`config.mk`:
```
export PLATFORM = sky130hd
export DESIGN_NAME = sparse_triplet_matrix_add
export DESIGN_NICKNAME = d
export VERILOG_FILES = /design/src/sv/stma_pkg.sv /design/src/sv/stma_ram.sv /design/src/sv/stma_front.sv /design/src/sv/stma_back.sv /design/src/sv/sparse_triplet_matrix_add.sv
export SDC_FILE = /design/constraint.sdc
export NUM_CORES = 2
export LEC_CHECK = 0
export BUFFER_PORTS_ARGS = -buffer_cell sky130_fd_sc_hd__buf_2
export CAP_MARGIN = 20
export CORE_MARGIN = 3
export CORE_UTILIZATION = 40
export DETAILED_ROUTE_END_ITERATION = 6
export HOLD_SLACK_MARGIN = 0.1
export PLACE_DENSITY_LB_ADDON = 0.15
export SLEW_MARGIN = 40
export SYNTH_ARGS = -nofsm -noshare
export SYNTH_HDL_FRONTEND = slang
export SYNTH_HIERARCHICAL = 1
export SYNTH_SLANG_ARGS = --single-unit
export TNS_END_PERCENT = 10
```
`constraint.sdc`:
```
create_clock -name clk -period 12.37 [get_ports clk]
set_clock_uncertainty 0.1 [all_clocks]
set_input_delay 1.237 -clock clk [delete_from_list [all_inputs] [get_ports clk]]
set_output_delay 1.237 -clock clk [all_outputs]
set_load 0.01 [all_outputs]
```
`src/sv/stma_pkg.sv`:
```
// Shared types and constants for the sparse triplet matrix adder.
// Used by stma_front, stma_back and sparse_triplet_matrix_add; no dependencies.
package stma_pkg;

    // Table geometry
    localparam int TABLE_DEPTH = 32;
    localparam int INDEX_BITS  = 16;

    // Fixed field widths
    localparam int ACT_W     = 2;
    localparam int FIELD_W   = 16;
    localparam int VAL_W     = 32;
    localparam int CFG_W     = 16;
    localparam int CFG_IDX_W = 2;

    // Stored index width: the index fields are kept to INDEX_BITS bits
    localparam int IDX_W  = (INDEX_BITS < FIELD_W) ? INDEX_BITS : FIELD_W;
    localparam int ADDR_W = $clog2(TABLE_DEPTH);
    localparam int CNT_W  = $clog2(TABLE_DEPTH + 1);

    // Command queue between front and back
    localparam int QUEUE_DEPTH = 2;
    localparam int QPTR_W      = $clog2(QUEUE_DEPTH);
    localparam int QCNT_W      = $clog2(QUEUE_DEPTH + 1);

    // Configuration register indexes
    localparam logic [CFG_IDX_W-1:0] CFG_ROWS = 2'd0;
    localparam logic [CFG_IDX_W-1:0] CFG_COLS = 2'd1;

    typedef enum logic [ACT_W-1:0] {
        ACT_LOAD  = 2'd0,
        ACT_MERGE = 2'd1,
        ACT_EMIT  = 2'd2
    } action_t;

    // One queued request
    typedef struct packed {
        action_t            action;
        logic [IDX_W-1:0]   row;
        logic [IDX_W-1:0]   col;
        logic [VAL_W-1:0]   value;
    } cmd_t;

    // One table entry as held in the RAM
    typedef struct packed {
        logic [IDX_W-1:0]   row;
        logic [IDX_W-1:0]   col;
        logic [VAL_W-1:0]   value;
    } entry_t;

    // Queue head as seen by the back end
    typedef struct packed {
        logic valid;
        cmd_t cmd;
    } head_t;

    // One result toward the output ports
    typedef struct packed {
        logic               valid;
        logic               is_header;
        logic [FIELD_W-1:0] row;
        logic [FIELD_W-1:0] col;
        logic [VAL_W-1:0]   value;
        logic               overflowed;
        logic               last;
    } result_t;

endpackage

```
`src/sv/stma_ram.sv`:
```
// Generic single-write, single-read RAM with registered read data.
// No dependencies.
module stma_ram #(
    parameter int WIDTH = 8,
    parameter int DEPTH = 16
) (
    input  logic                     clk,
    input  logic                     we,
    input  logic [$clog2(DEPTH)-1:0] waddr,
    input  logic [WIDTH-1:0]         wdata,
    input  logic [$clog2(DEPTH)-1:0] raddr,
    output logic [WIDTH-1:0]         rdata
);

    logic [WIDTH-1:0] mem_reg [DEPTH];
    logic [WIDTH-1:0] rdata_reg;

    always_ff @(posedge clk)
    begin
        if (we)
        begin
            mem_reg[waddr] <= wdata;
        end
        rdata_reg <= mem_reg[raddr];
    end

    assign rdata = rdata_reg;

endmodule

```
`src/sv/stma_front.sv`:
```
// Front end: accepts requests, drops meaningless actions, queues the rest.
// Depends on stma_pkg.
module stma_front (
    input  logic                          clk,
    input  logic                          rst_n,
    input  logic                          start,
    output logic                          busy,
    input  logic [stma_pkg::ACT_W-1:0]    action,
    input  logic [stma_pkg::FIELD_W-1:0]  row_index,
    input  logic [stma_pkg::FIELD_W-1:0]  col_index,
    input  logic [stma_pkg::VAL_W-1:0]    elem_value,
    output stma_pkg::head_t               head,
    input  logic                          pop
);

    stma_pkg::cmd_t              q_reg [stma_pkg::QUEUE_DEPTH];
    logic [stma_pkg::QPTR_W-1:0] wr_ptr_reg, wr_ptr_next;
    logic [stma_pkg::QPTR_W-1:0] rd_ptr_reg, rd_ptr_next;
    logic [stma_pkg::QCNT_W-1:0] cnt_reg, cnt_next;
    logic                        accept;
    logic                        known;
    logic                        push;
    logic                        do_pop;
    stma_pkg::cmd_t              new_cmd;

    assign busy   = (cnt_reg == stma_pkg::QCNT_W'(stma_pkg::QUEUE_DEPTH));
    assign accept = start && !busy;

    // Classify: action code 3 has no meaning and is dropped here
    always_comb
    begin
        case (action)
            stma_pkg::ACT_LOAD,
            stma_pkg::ACT_MERGE,
            stma_pkg::ACT_EMIT:  known = 1'b1;
            default:             known = 1'b0;
        endcase
    end

    assign push   = accept && known;
    assign do_pop = pop && (cnt_reg != '0);

    assign new_cmd.action = stma_pkg::action_t'(action);
    assign new_cmd.row    = row_index[stma_pkg::IDX_W-1:0];
    assign new_cmd.col    = col_index[stma_pkg::IDX_W-1:0];
    assign new_cmd.value  = elem_value;

    // Pointer and fill bookkeeping
    always_comb
    begin
        wr_ptr_next = wr_ptr_reg;
        rd_ptr_next = rd_ptr_reg;
        cnt_next    = cnt_reg;
        if (push)
        begin
            wr_ptr_next = (wr_ptr_reg == stma_pkg::QPTR_W'(stma_pkg::QUEUE_DEPTH - 1))
                          ? '0 : wr_ptr_reg + 1'b1;
        end
        if (do_pop)
        begin
            rd_ptr_next = (rd_ptr_reg == stma_pkg::QPTR_W'(stma_pkg::QUEUE_DEPTH - 1))
                          ? '0 : rd_ptr_reg + 1'b1;
        end
        if (push && !do_pop)
        begin
            cnt_next = cnt_reg + 1'b1;
        end
        else if (do_pop && !push)
        begin
            cnt_next = cnt_reg - 1'b1;
        end
    end

    always_ff @(posedge clk or negedge rst_n)
    begin
        if (!rst_n)
        begin
            wr_ptr_reg <= '0;
            rd_ptr_reg <= '0;
            cnt_reg    <= '0;
        end
        else
        begin
            wr_ptr_reg <= wr_ptr_next;
            rd_ptr_reg <= rd_ptr_next;
            cnt_reg    <= cnt_next;
        end
    end

    // Queue storage, no reset needed
    always_ff @(posedge clk)
    begin
        if (push)
        begin
            q_reg[wr_ptr_reg] <= new_cmd;
        end
    end

    assign head.valid = (cnt_reg != '0);
    assign head.cmd   = q_reg[rd_ptr_reg];

endmodule

```
`src/sv/stma_back.sv`:
```
// Back end: executes queued requests against the triplet table RAM.
// Depends on stma_pkg and stma_ram.
module stma_back (
    input  logic                         clk,
    input  logic                         rst_n,
    input  stma_pkg::head_t              head,
    output logic                         pop,
    input  logic [stma_pkg::CFG_W-1:0]   matrix_rows,
    input  logic [stma_pkg::CFG_W-1:0]   matrix_cols,
    output stma_pkg::result_t            res
);

    typedef enum logic [3:0] {
        ST_IDLE = 4'b0001,
        ST_SCAN = 4'b0010,
        ST_HDR  = 4'b0100,
        ST_EMIT = 4'b1000
    } state_t;

    state_t                       state_reg, state_next;
    logic [stma_pkg::CNT_W-1:0]   count_reg, count_next;
    logic                         ovf_reg, ovf_next;
    logic [stma_pkg::CNT_W-1:0]   i_reg, i_next;
    logic                         pend_reg, pend_next;
    logic [stma_pkg::ADDR_W-1:0]  pend_idx_reg, pend_idx_next;
    stma_pkg::cmd_t               cmd_reg, cmd_next;
    stma_pkg::result_t            res_reg, res_next;

    logic                         ram_we;
    logic [stma_pkg::ADDR_W-1:0]  ram_waddr;
    stma_pkg::entry_t             ram_wdata;
    stma_pkg::entry_t             rd_entry;
    logic                         append_req;
    stma_pkg::entry_t             append_entry;
    logic                         match;

    stma_ram #(
        .WIDTH ($bits(stma_pkg::entry_t)),
        .DEPTH (stma_pkg::TABLE_DEPTH)
    ) u_table (
        .clk   (clk),
        .we    (ram_we),
        .waddr (ram_waddr),
        .wdata (ram_wdata),
        .raddr (i_reg[stma_pkg::ADDR_W-1:0]),
        .rdata (rd_entry)
    );

    // Read data of the previous cycle's address matches the merge key
    assign match = pend_reg && (rd_entry.row == cmd_reg.row) && (rd_entry.col == cmd_reg.col);

    always_comb
    begin
        state_next    = state_reg;
        count_next    = count_reg;
        ovf_next      = ovf_reg;
        i_next        = i_reg;
        pend_next     = 1'b0;
        pend_idx_next = pend_idx_reg;
        cmd_next      = cmd_reg;
        res_next      = '0;
        pop           = 1'b0;
        ram_we        = 1'b0;
        ram_waddr     = count_reg[stma_pkg::ADDR_W-1:0];
        ram_wdata     = rd_entry;
        append_req    = 1'b0;
        append_entry.row   = cmd_reg.row;
        append_entry.col   = cmd_reg.col;
        append_entry.value = cmd_reg.value;

        case (state_reg)
            ST_IDLE:
            begin
                if (head.valid)
                begin
                    pop      = 1'b1;
                    cmd_next = head.cmd;
                    i_next   = '0;
                    case (head.cmd.action)
                        stma_pkg::ACT_LOAD:
                        begin
                            append_req         = 1'b1;
                            append_entry.row   = head.cmd.row;
                            append_entry.col   = head.cmd.col;
                            append_entry.value = head.cmd.value;
                        end
                        stma_pkg::ACT_MERGE: state_next = ST_SCAN;
                        stma_pkg::ACT_EMIT:  state_next = ST_HDR;
                        default:             state_next = ST_IDLE;
                    endcase
                end
            end

            // One entry compared per cycle, reads pipelined one ahead
            ST_SCAN:
            begin
                if (match)
                begin
                    ram_we          = 1'b1;
                    ram_waddr       = pend_idx_reg;
                    ram_wdata.row   = rd_entry.row;
                    ram_wdata.col   = rd_entry.col;
                    ram_wdata.value = rd_entry.value + cmd_reg.value;
                    state_next      = ST_IDLE;
                end
                else if (i_reg < count_reg)
                begin
                    pend_next     = 1'b1;
                    pend_idx_next = i_reg[stma_pkg::ADDR_W-1:0];
                    i_next        = i_reg + 1'b1;
                end
                else if (!pend_reg)
                begin
                    append_req = 1'b1;
                    state_next = ST_IDLE;
                end
            end

            // Header while the first entry is read
            ST_HDR:
            begin
                res_next.valid      = 1'b1;
                res_next.is_header  = 1'b1;
                res_next.row        = matrix_rows;
                res_next.col        = matrix_cols;
                res_next.value      = stma_pkg::VAL_W'(count_reg);
                res_next.overflowed = ovf_reg;
                res_next.last       = (count_reg == '0);
                if (count_reg != '0)
                begin
                    pend_next     = 1'b1;
                    pend_idx_next = '0;
                    i_next        = stma_pkg::CNT_W'(1);
                    state_next    = ST_EMIT;
                end
                else
                begin
                    count_next = '0;
                    ovf_next   = 1'b0;
                    state_next = ST_IDLE;
                end
            end

            // Stream entries one per cycle, then clear the table
            ST_EMIT:
            begin
                res_next.valid      = 1'b1;
                res_next.is_header  = 1'b0;
                res_next.row        = stma_pkg::FIELD_W'(rd_entry.row);
                res_next.col        = stma_pkg::FIELD_W'(rd_entry.col);
                res_next.value      = rd_entry.value;
                res_next.overflowed = 1'b0;
                res_next.last       = (stma_pkg::CNT_W'(pend_idx_reg) + 1'b1 == count_reg);
                if (i_reg < count_reg)
                begin
                    pend_next     = 1'b1;
                    pend_idx_next = i_reg[stma_pkg::ADDR_W-1:0];
                    i_next        = i_reg + 1'b1;
                end
                else
                begin
                    count_next = '0;
                    ovf_next   = 1'b0;
                    state_next = ST_IDLE;
                end
            end

            default: state_next = ST_IDLE;
        endcase

        // Append at the fill point, or flag the drop when full
        if (append_req)
        begin
            if (count_reg < stma_pkg::CNT_W'(stma_pkg::TABLE_DEPTH))
            begin
                ram_we     = 1'b1;
                ram_waddr  = count_reg[stma_pkg::ADDR_W-1:0];
                ram_wdata  = append_entry;
                count_next = count_reg + 1'b1;
            end
            else
            begin
                ovf_next = 1'b1;
            end
        end
    end

    always_ff @(posedge clk or negedge rst_n)
    begin
        if (!rst_n)
        begin
            state_reg <= ST_IDLE;
            count_reg <= '0;
            ovf_reg   <= 1'b0;
            i_reg     <= '0;
            pend_reg  <= 1'b0;
            res_reg   <= '0;
        end
        else
        begin
            state_reg <= state_next;
            count_reg <= count_next;
            ovf_reg   <= ovf_next;
            i_reg     <= i_next;
            pend_reg  <= pend_next;
            res_reg   <= res_next;
        end
    end

    always_ff @(posedge clk)
    begin
        pend_idx_reg <= pend_idx_next;
        cmd_reg      <= cmd_next;
    end

    assign res = res_reg;

    // Fill count never passes the table depth
    a_count_bound: assert property (@(posedge clk) disable iff (!rst_n)
        count_reg <= stma_pkg::CNT_W'(stma_pkg::TABLE_DEPTH))
        else $error("entry count beyond table depth");

    // Results only come out of the emit states
    a_res_source: assert property (@(posedge clk) disable iff (!rst_n)
        res_reg.valid |-> ($past(state_reg) == ST_HDR || $past(state_reg) == ST_EMIT))
        else $error("result outside emit run");

    // The final result of a run leaves the table empty and the engine idle
    a_last_clears: assert property (@(posedge clk) disable iff (!rst_n)
        (res_reg.valid && res_reg.last) |-> (state_reg == ST_IDLE && count_reg == '0 && !ovf_reg))
        else $error("emit run ended without clearing");

    // A scan never reports a match without an outstanding read
    a_match_pending: assert property (@(posedge clk) disable iff (!rst_n)
        (state_reg == ST_SCAN && match) |-> $past(pend_next))
        else $error("match on stale read data");

endmodule

```
`src/sv/sparse_triplet_matrix_add.sv`:
```
// Sparse matrix adder in triplet form: top level with configuration registers.
// Depends on stma_pkg, stma_front, stma_back (and stma_ram below it).
//
// Usage:
//   A request is taken at a rising edge with start high and busy low. action 0
//   appends a triplet, 1 merges one (adds to the entry with the same row and
//   column, else appends), 2 emits a header and all entries, then clears.
//   Action code 3 is accepted and ignored. busy rises only when the two-deep
//   request queue in front of the table engine is full.
//   Timing: the engine takes a request from the queue once it is idle, and a
//   load is written into the table in the cycle the engine takes it. A merge
//   compares one stored entry at a time through the table RAM's single read
//   port. An emit presents one result per cycle, and each result is registered
//   before it reaches the ports.
//   Results: result_valid is high for one cycle per result; the receiver
//   cannot stall. Configuration: cfg_we writes cfg_data to register cfg_index
//   (0 rows, 1 columns), other indexes ignored; write only while idle.
//   Reset: clears the queue, entry count, overflow flag and both registers;
//   table contents are kept, and entries past the count are never read.
module sparse_triplet_matrix_add (
    input  logic                              clk,
    input  logic                              rst_n,
    input  logic                              start,
    output logic                              busy,
    input  logic [stma_pkg::ACT_W-1:0]        action,
    input  logic [stma_pkg::FIELD_W-1:0]      row_index,
    input  logic [stma_pkg::FIELD_W-1:0]      col_index,
    input  logic signed [stma_pkg::VAL_W-1:0] elem_value,
    input  logic                              cfg_we,
    input  logic [stma_pkg::CFG_IDX_W-1:0]    cfg_index,
    input  logic [stma_pkg::CFG_W-1:0]        cfg_data,
    output logic                              result_valid,
    output logic                              is_header,
    output logic [stma_pkg::FIELD_W-1:0]      out_row,
    output logic [stma_pkg::FIELD_W-1:0]      out_col,
    output logic signed [stma_pkg::VAL_W-1:0] out_value,
    output logic                              overflowed,
    output logic                              last_result
);

    logic [stma_pkg::CFG_W-1:0] rows_reg;
    logic [stma_pkg::CFG_W-1:0] cols_reg;
    stma_pkg::head_t            head;
    logic                       pop;
    stma_pkg::result_t          res;

    // Configuration registers
    always_ff @(posedge clk or negedge rst_n)
    begin
        if (!rst_n)
        begin
            rows_reg <= '0;
            cols_reg <= '0;
        end
        else if (cfg_we)
        begin
            case (cfg_index)
                stma_pkg::CFG_ROWS: rows_reg <= cfg_data;
                stma_pkg::CFG_COLS: cols_reg <= cfg_data;
                default:            ;
            endcase
        end
    end

    stma_front u_front (
        .clk        (clk),
        .rst_n      (rst_n),
        .start      (start),
        .busy       (busy),
        .action     (action),
        .row_index  (row_index),
        .col_index  (col_index),
        .elem_value ($unsigned(elem_value)),
        .head       (head),
        .pop        (pop)
    );

    stma_back u_back (
        .clk         (clk),
        .rst_n       (rst_n),
        .head        (head),
        .pop         (pop),
        .matrix_rows (rows_reg),
        .matrix_cols (cols_reg),
        .res         (res)
    );

    // Result ports
    assign result_valid = res.valid;
    assign is_header    = res.is_header;
    assign out_row      = res.row;
    assign out_col      = res.col;
    assign out_value    = $signed(res.value);
    assign overflowed   = res.overflowed;
    assign last_result  = res.last;

endmodule

```
==> impl_metrics.toml <==
[yosys]
netlist_instances = 4361
synth_edf_count = 2249
yosys_warnings = 6
synthSimpleGateAreaFrac_pct = 2.215
yosys.area_share.xor_xnor_pct = 0.6958
async_reset_ff_share_pct = 5.010
synth.area.top_cells = "edfxtp_1 (72%), mux4_2 (14%), dfrtp_1 (3.2%)"
synth_area_leader_cell = "edfxtp_1"
synth_nets = 4494
ys_seq_elements = 2435
netlist.area_leader.share_pct = 71.53
syn-cell-area_sq_um = 94410
seq_area_frac_synth_pct = 76.13
synth-compound-area-share_pct = 2.208
synth_top_family_by_area = "multiplexers"
synth_cell_types = 75
postSynthAreaPerCell_sq_um = 21.65
synth.area.mux_share_pct = 16.98
synth-adder-area-share_pct = 0.6043
synth-main-ff-cell = "edfxtp_1"

[global_route]
grt_overflow = 0
grt_pass1_vias = 47180
grt_pass1_wl_um = 377500
grt_max_degree = 95
grtUsageTotal_pct = 22.12
antenna_found_initial = 19

[die]
start_util_pct = 40.41
dieArea_sq_um = 241900
ioPinCount = 157
core_sq_um = 233600
rows = 177
die_w_um = 491.8
die_h_um = 491.8

[layout]
layout-drive-gt1-share_pct = 32.77
final_common_cell = "edfxtp_1"
final_nets = 4887
largest_reg_flops = 2048
syn2layout_area_growth_pct = 15.88
final_cell_mix = "edfxtp_1 (2,249), mux4_2 (602), clkbuf_16 (282)"
utilization_pct = 46.82
fillCellCount = 19300
fin_cells = 8089

[placed_design]
dp_cells = 7600
place.gp.congestion = 0.8056
port_buffers = 156
dp_hpwl_um = 153800

[clock_network]
cts_root_buf = "clkbuf_16"
post_cts_buffers = 0
h-tree-depth = 5
cts_inserted_buffers = 278
clockBufferDepth = 4
worstSkewPairLatency_ns = 0.93
holdBufCountCts = 0
cts_resized = 0
path_clk_slew_ns = 0.06
cts_sinks = 2435
cts_tree = "done"

[timing]
finalHoldViolCount = 0
slew_headroom_pct = 39.45
max_freq_mhz = 151.0
worst_pin_slew_ns = 0.9061
setup_viol = 0
fin_hold_ws_ns = 0.2510
setup-tns-final_ns = 0
rsz0062_at_grt = "no"
finalCritPeriodShare_pct = 53.54
finalMaxSlewViolations = 0
min_period_ns = 6.623

[worst_setup_path]
critPathCaptureType = "register"
crit_start = "u_front/rd_ptr_reg"
required_ns = 12.78
path_depth = 11
start_kind = "register"
cp_common_cell = "buf_4"
r2r_slack_ns = 5.75
cp.buffers_inverters = 4
crit_slowest_cell = "dfrtp_4"
cpPeakStageDelay_ns = 0.89
critPathArrivalTime_ns = 7.03
cp_max_fo = 36
crit_chain = "mux2_2 -> inv_1 -> ha_1 -> and3_4 -> a22o_4 -> a21o_2 -> buf_4 -> or3b_2 -> nor2_4 -> buf_4 -> buf_4"
path_class = "register to register"
cp_top_family = "simple AND/OR/NAND/NOR gates"
ff2ff_path_depth = 11
reg2reg_to = "u_back/u_table/mem_reg[0][44]"
critPathCapture = "u_back/u_table/mem_reg[0][44]"
rr_startpoint = "u_front/rd_ptr_reg"

[power]
powerDensity_nw_per_um2 = 240.6
vdd_drop_max_mv = 0.1750
leakagePower_nw = 34.93

[drt]
wirelength_um = 267800
vias_per_cell = 5.760
first_pass_iters = 5
drt-wirelength-per-cell_um = 33.11
drtIter0Drc = 5240
vias = 46590
ant_nets = 0
drc = 0

[run]
cap_viol_max_count = 0

[min_path]
worstHoldPathType = "input pin to asynchronous set/reset pin"

[status]
status = "completed"
## area by class of cell
| class | instances | area [sq um] | share of cell area [%] |
|---|---|---|---|
| Tap cell | 3132 | 3919 | 3.582 |
| Antenna cell | 5 | 12.51 | 0.01144 |
| Sequential cell | 2435 | 71890 | 65.72 |
| Timing Repair Buffer | 327 | 2587 | 2.365 |
| Multi-Input combinational cell | 1691 | 22140 | 20.23 |
| Clock buffer | 365 | 7619 | 6.964 |
| Inverter | 21 | 83.83 | 0.07663 |
| Clock inverter | 113 | 1147 | 1.049 |
## worst reg2reg max path, cell delays in order, from the launching register on
cell and delay (ns):
dfrtp_4 0.89, mux2_2 0.47, inv_1 0.08, ha_1 0.31
and3_4 0.59, a22o_4 0.51, a21o_2 0.15, buf_4 0.43
or3b_2 0.77, nor2_4 0.66, buf_4 0.58, buf_4 0.66
## synth_stat cells (all sizes together), types with 7 or more instances
library cell  count
and2             36
xnor2            48
nand3            41
clkbuf          104
nand3b            7
nor3              8
inv              20
o22ai            10
a21oi            53
nand4            17
xor2             27
a22o             35
o21ai            56
nor2            110
mux2            173
nor2b             8
buf             110
mux2i            41
dfrtp           121
a21o             19
edfxtp         2249
dfxtp            64
a221oi           15
a31oi            39
nand2           194
ha               44
and3             10
mux4            602
o221a            14
## cell families (layout without fill, tap and decap cells)
family,count (synthesis),in the layout
flip-flops,2435,2435
multiplexers,816,816
AND/OR/NAND/NOR,455,455
AO/OA/AOI/OAI,300,300
buffers and inverters,235,826
XOR/XNOR,75,75
adder cells (fa/ha/maj),45,45
other,0,5
## stage by stage
| step | instance area (sq um) | total power [mW] | setup slack (ns) |
|---|---|---|---|
| 2_1_floorplan | 94410 | 15.89 | 6.469 |
| 3_3_place_gp | 99860 | 18.36 | 5.425 |
| 3_5_place_dp | 100500 | 18.56 | 5.622 |
| 4_1_cts | 109200 | 26.57 | 5.568 |
| 5_1_grt | 109400 | 27.43 | 5.541 |
| 6_report | 109400 | 26.32 | 5.747 |
## per-layer routing
metal  up-vias  GRT usage [%]  part of all wire (%)
met2      1831          35.07                    48
met4         0          5.564                   2.4
met1     25490          31.88                    43
li1      18940              -                     -
met5         -              0                     0
met3       327          3.907                   7.0
## how the worst min path moves through the flow
stage                             startpoint                  to  slack [ns]  cells past startpoint
after floorplan           u_front/cnt_reg[1]  u_front/cnt_reg[1]        0.35                      1
after global placement    u_front/cnt_reg[1]  u_front/cnt_reg[1]        0.36                      1
after detailed placement  u_front/cnt_reg[1]  u_front/cnt_reg[1]        0.37                      1
after CTS                              rst_n      u_back/res[37]        0.23                      1
after global routing                   rst_n      u_back/res[37]        0.26                      1
final                                  rst_n      u_back/res[37]        0.25                      1
## report_power, final
part	switching, mW	internal (mW)
clock	3.19	4.78
sequential	0.411	11.3
combinational	4.28	2.33
Note: power is estimated with default switching activity, not from simulation.
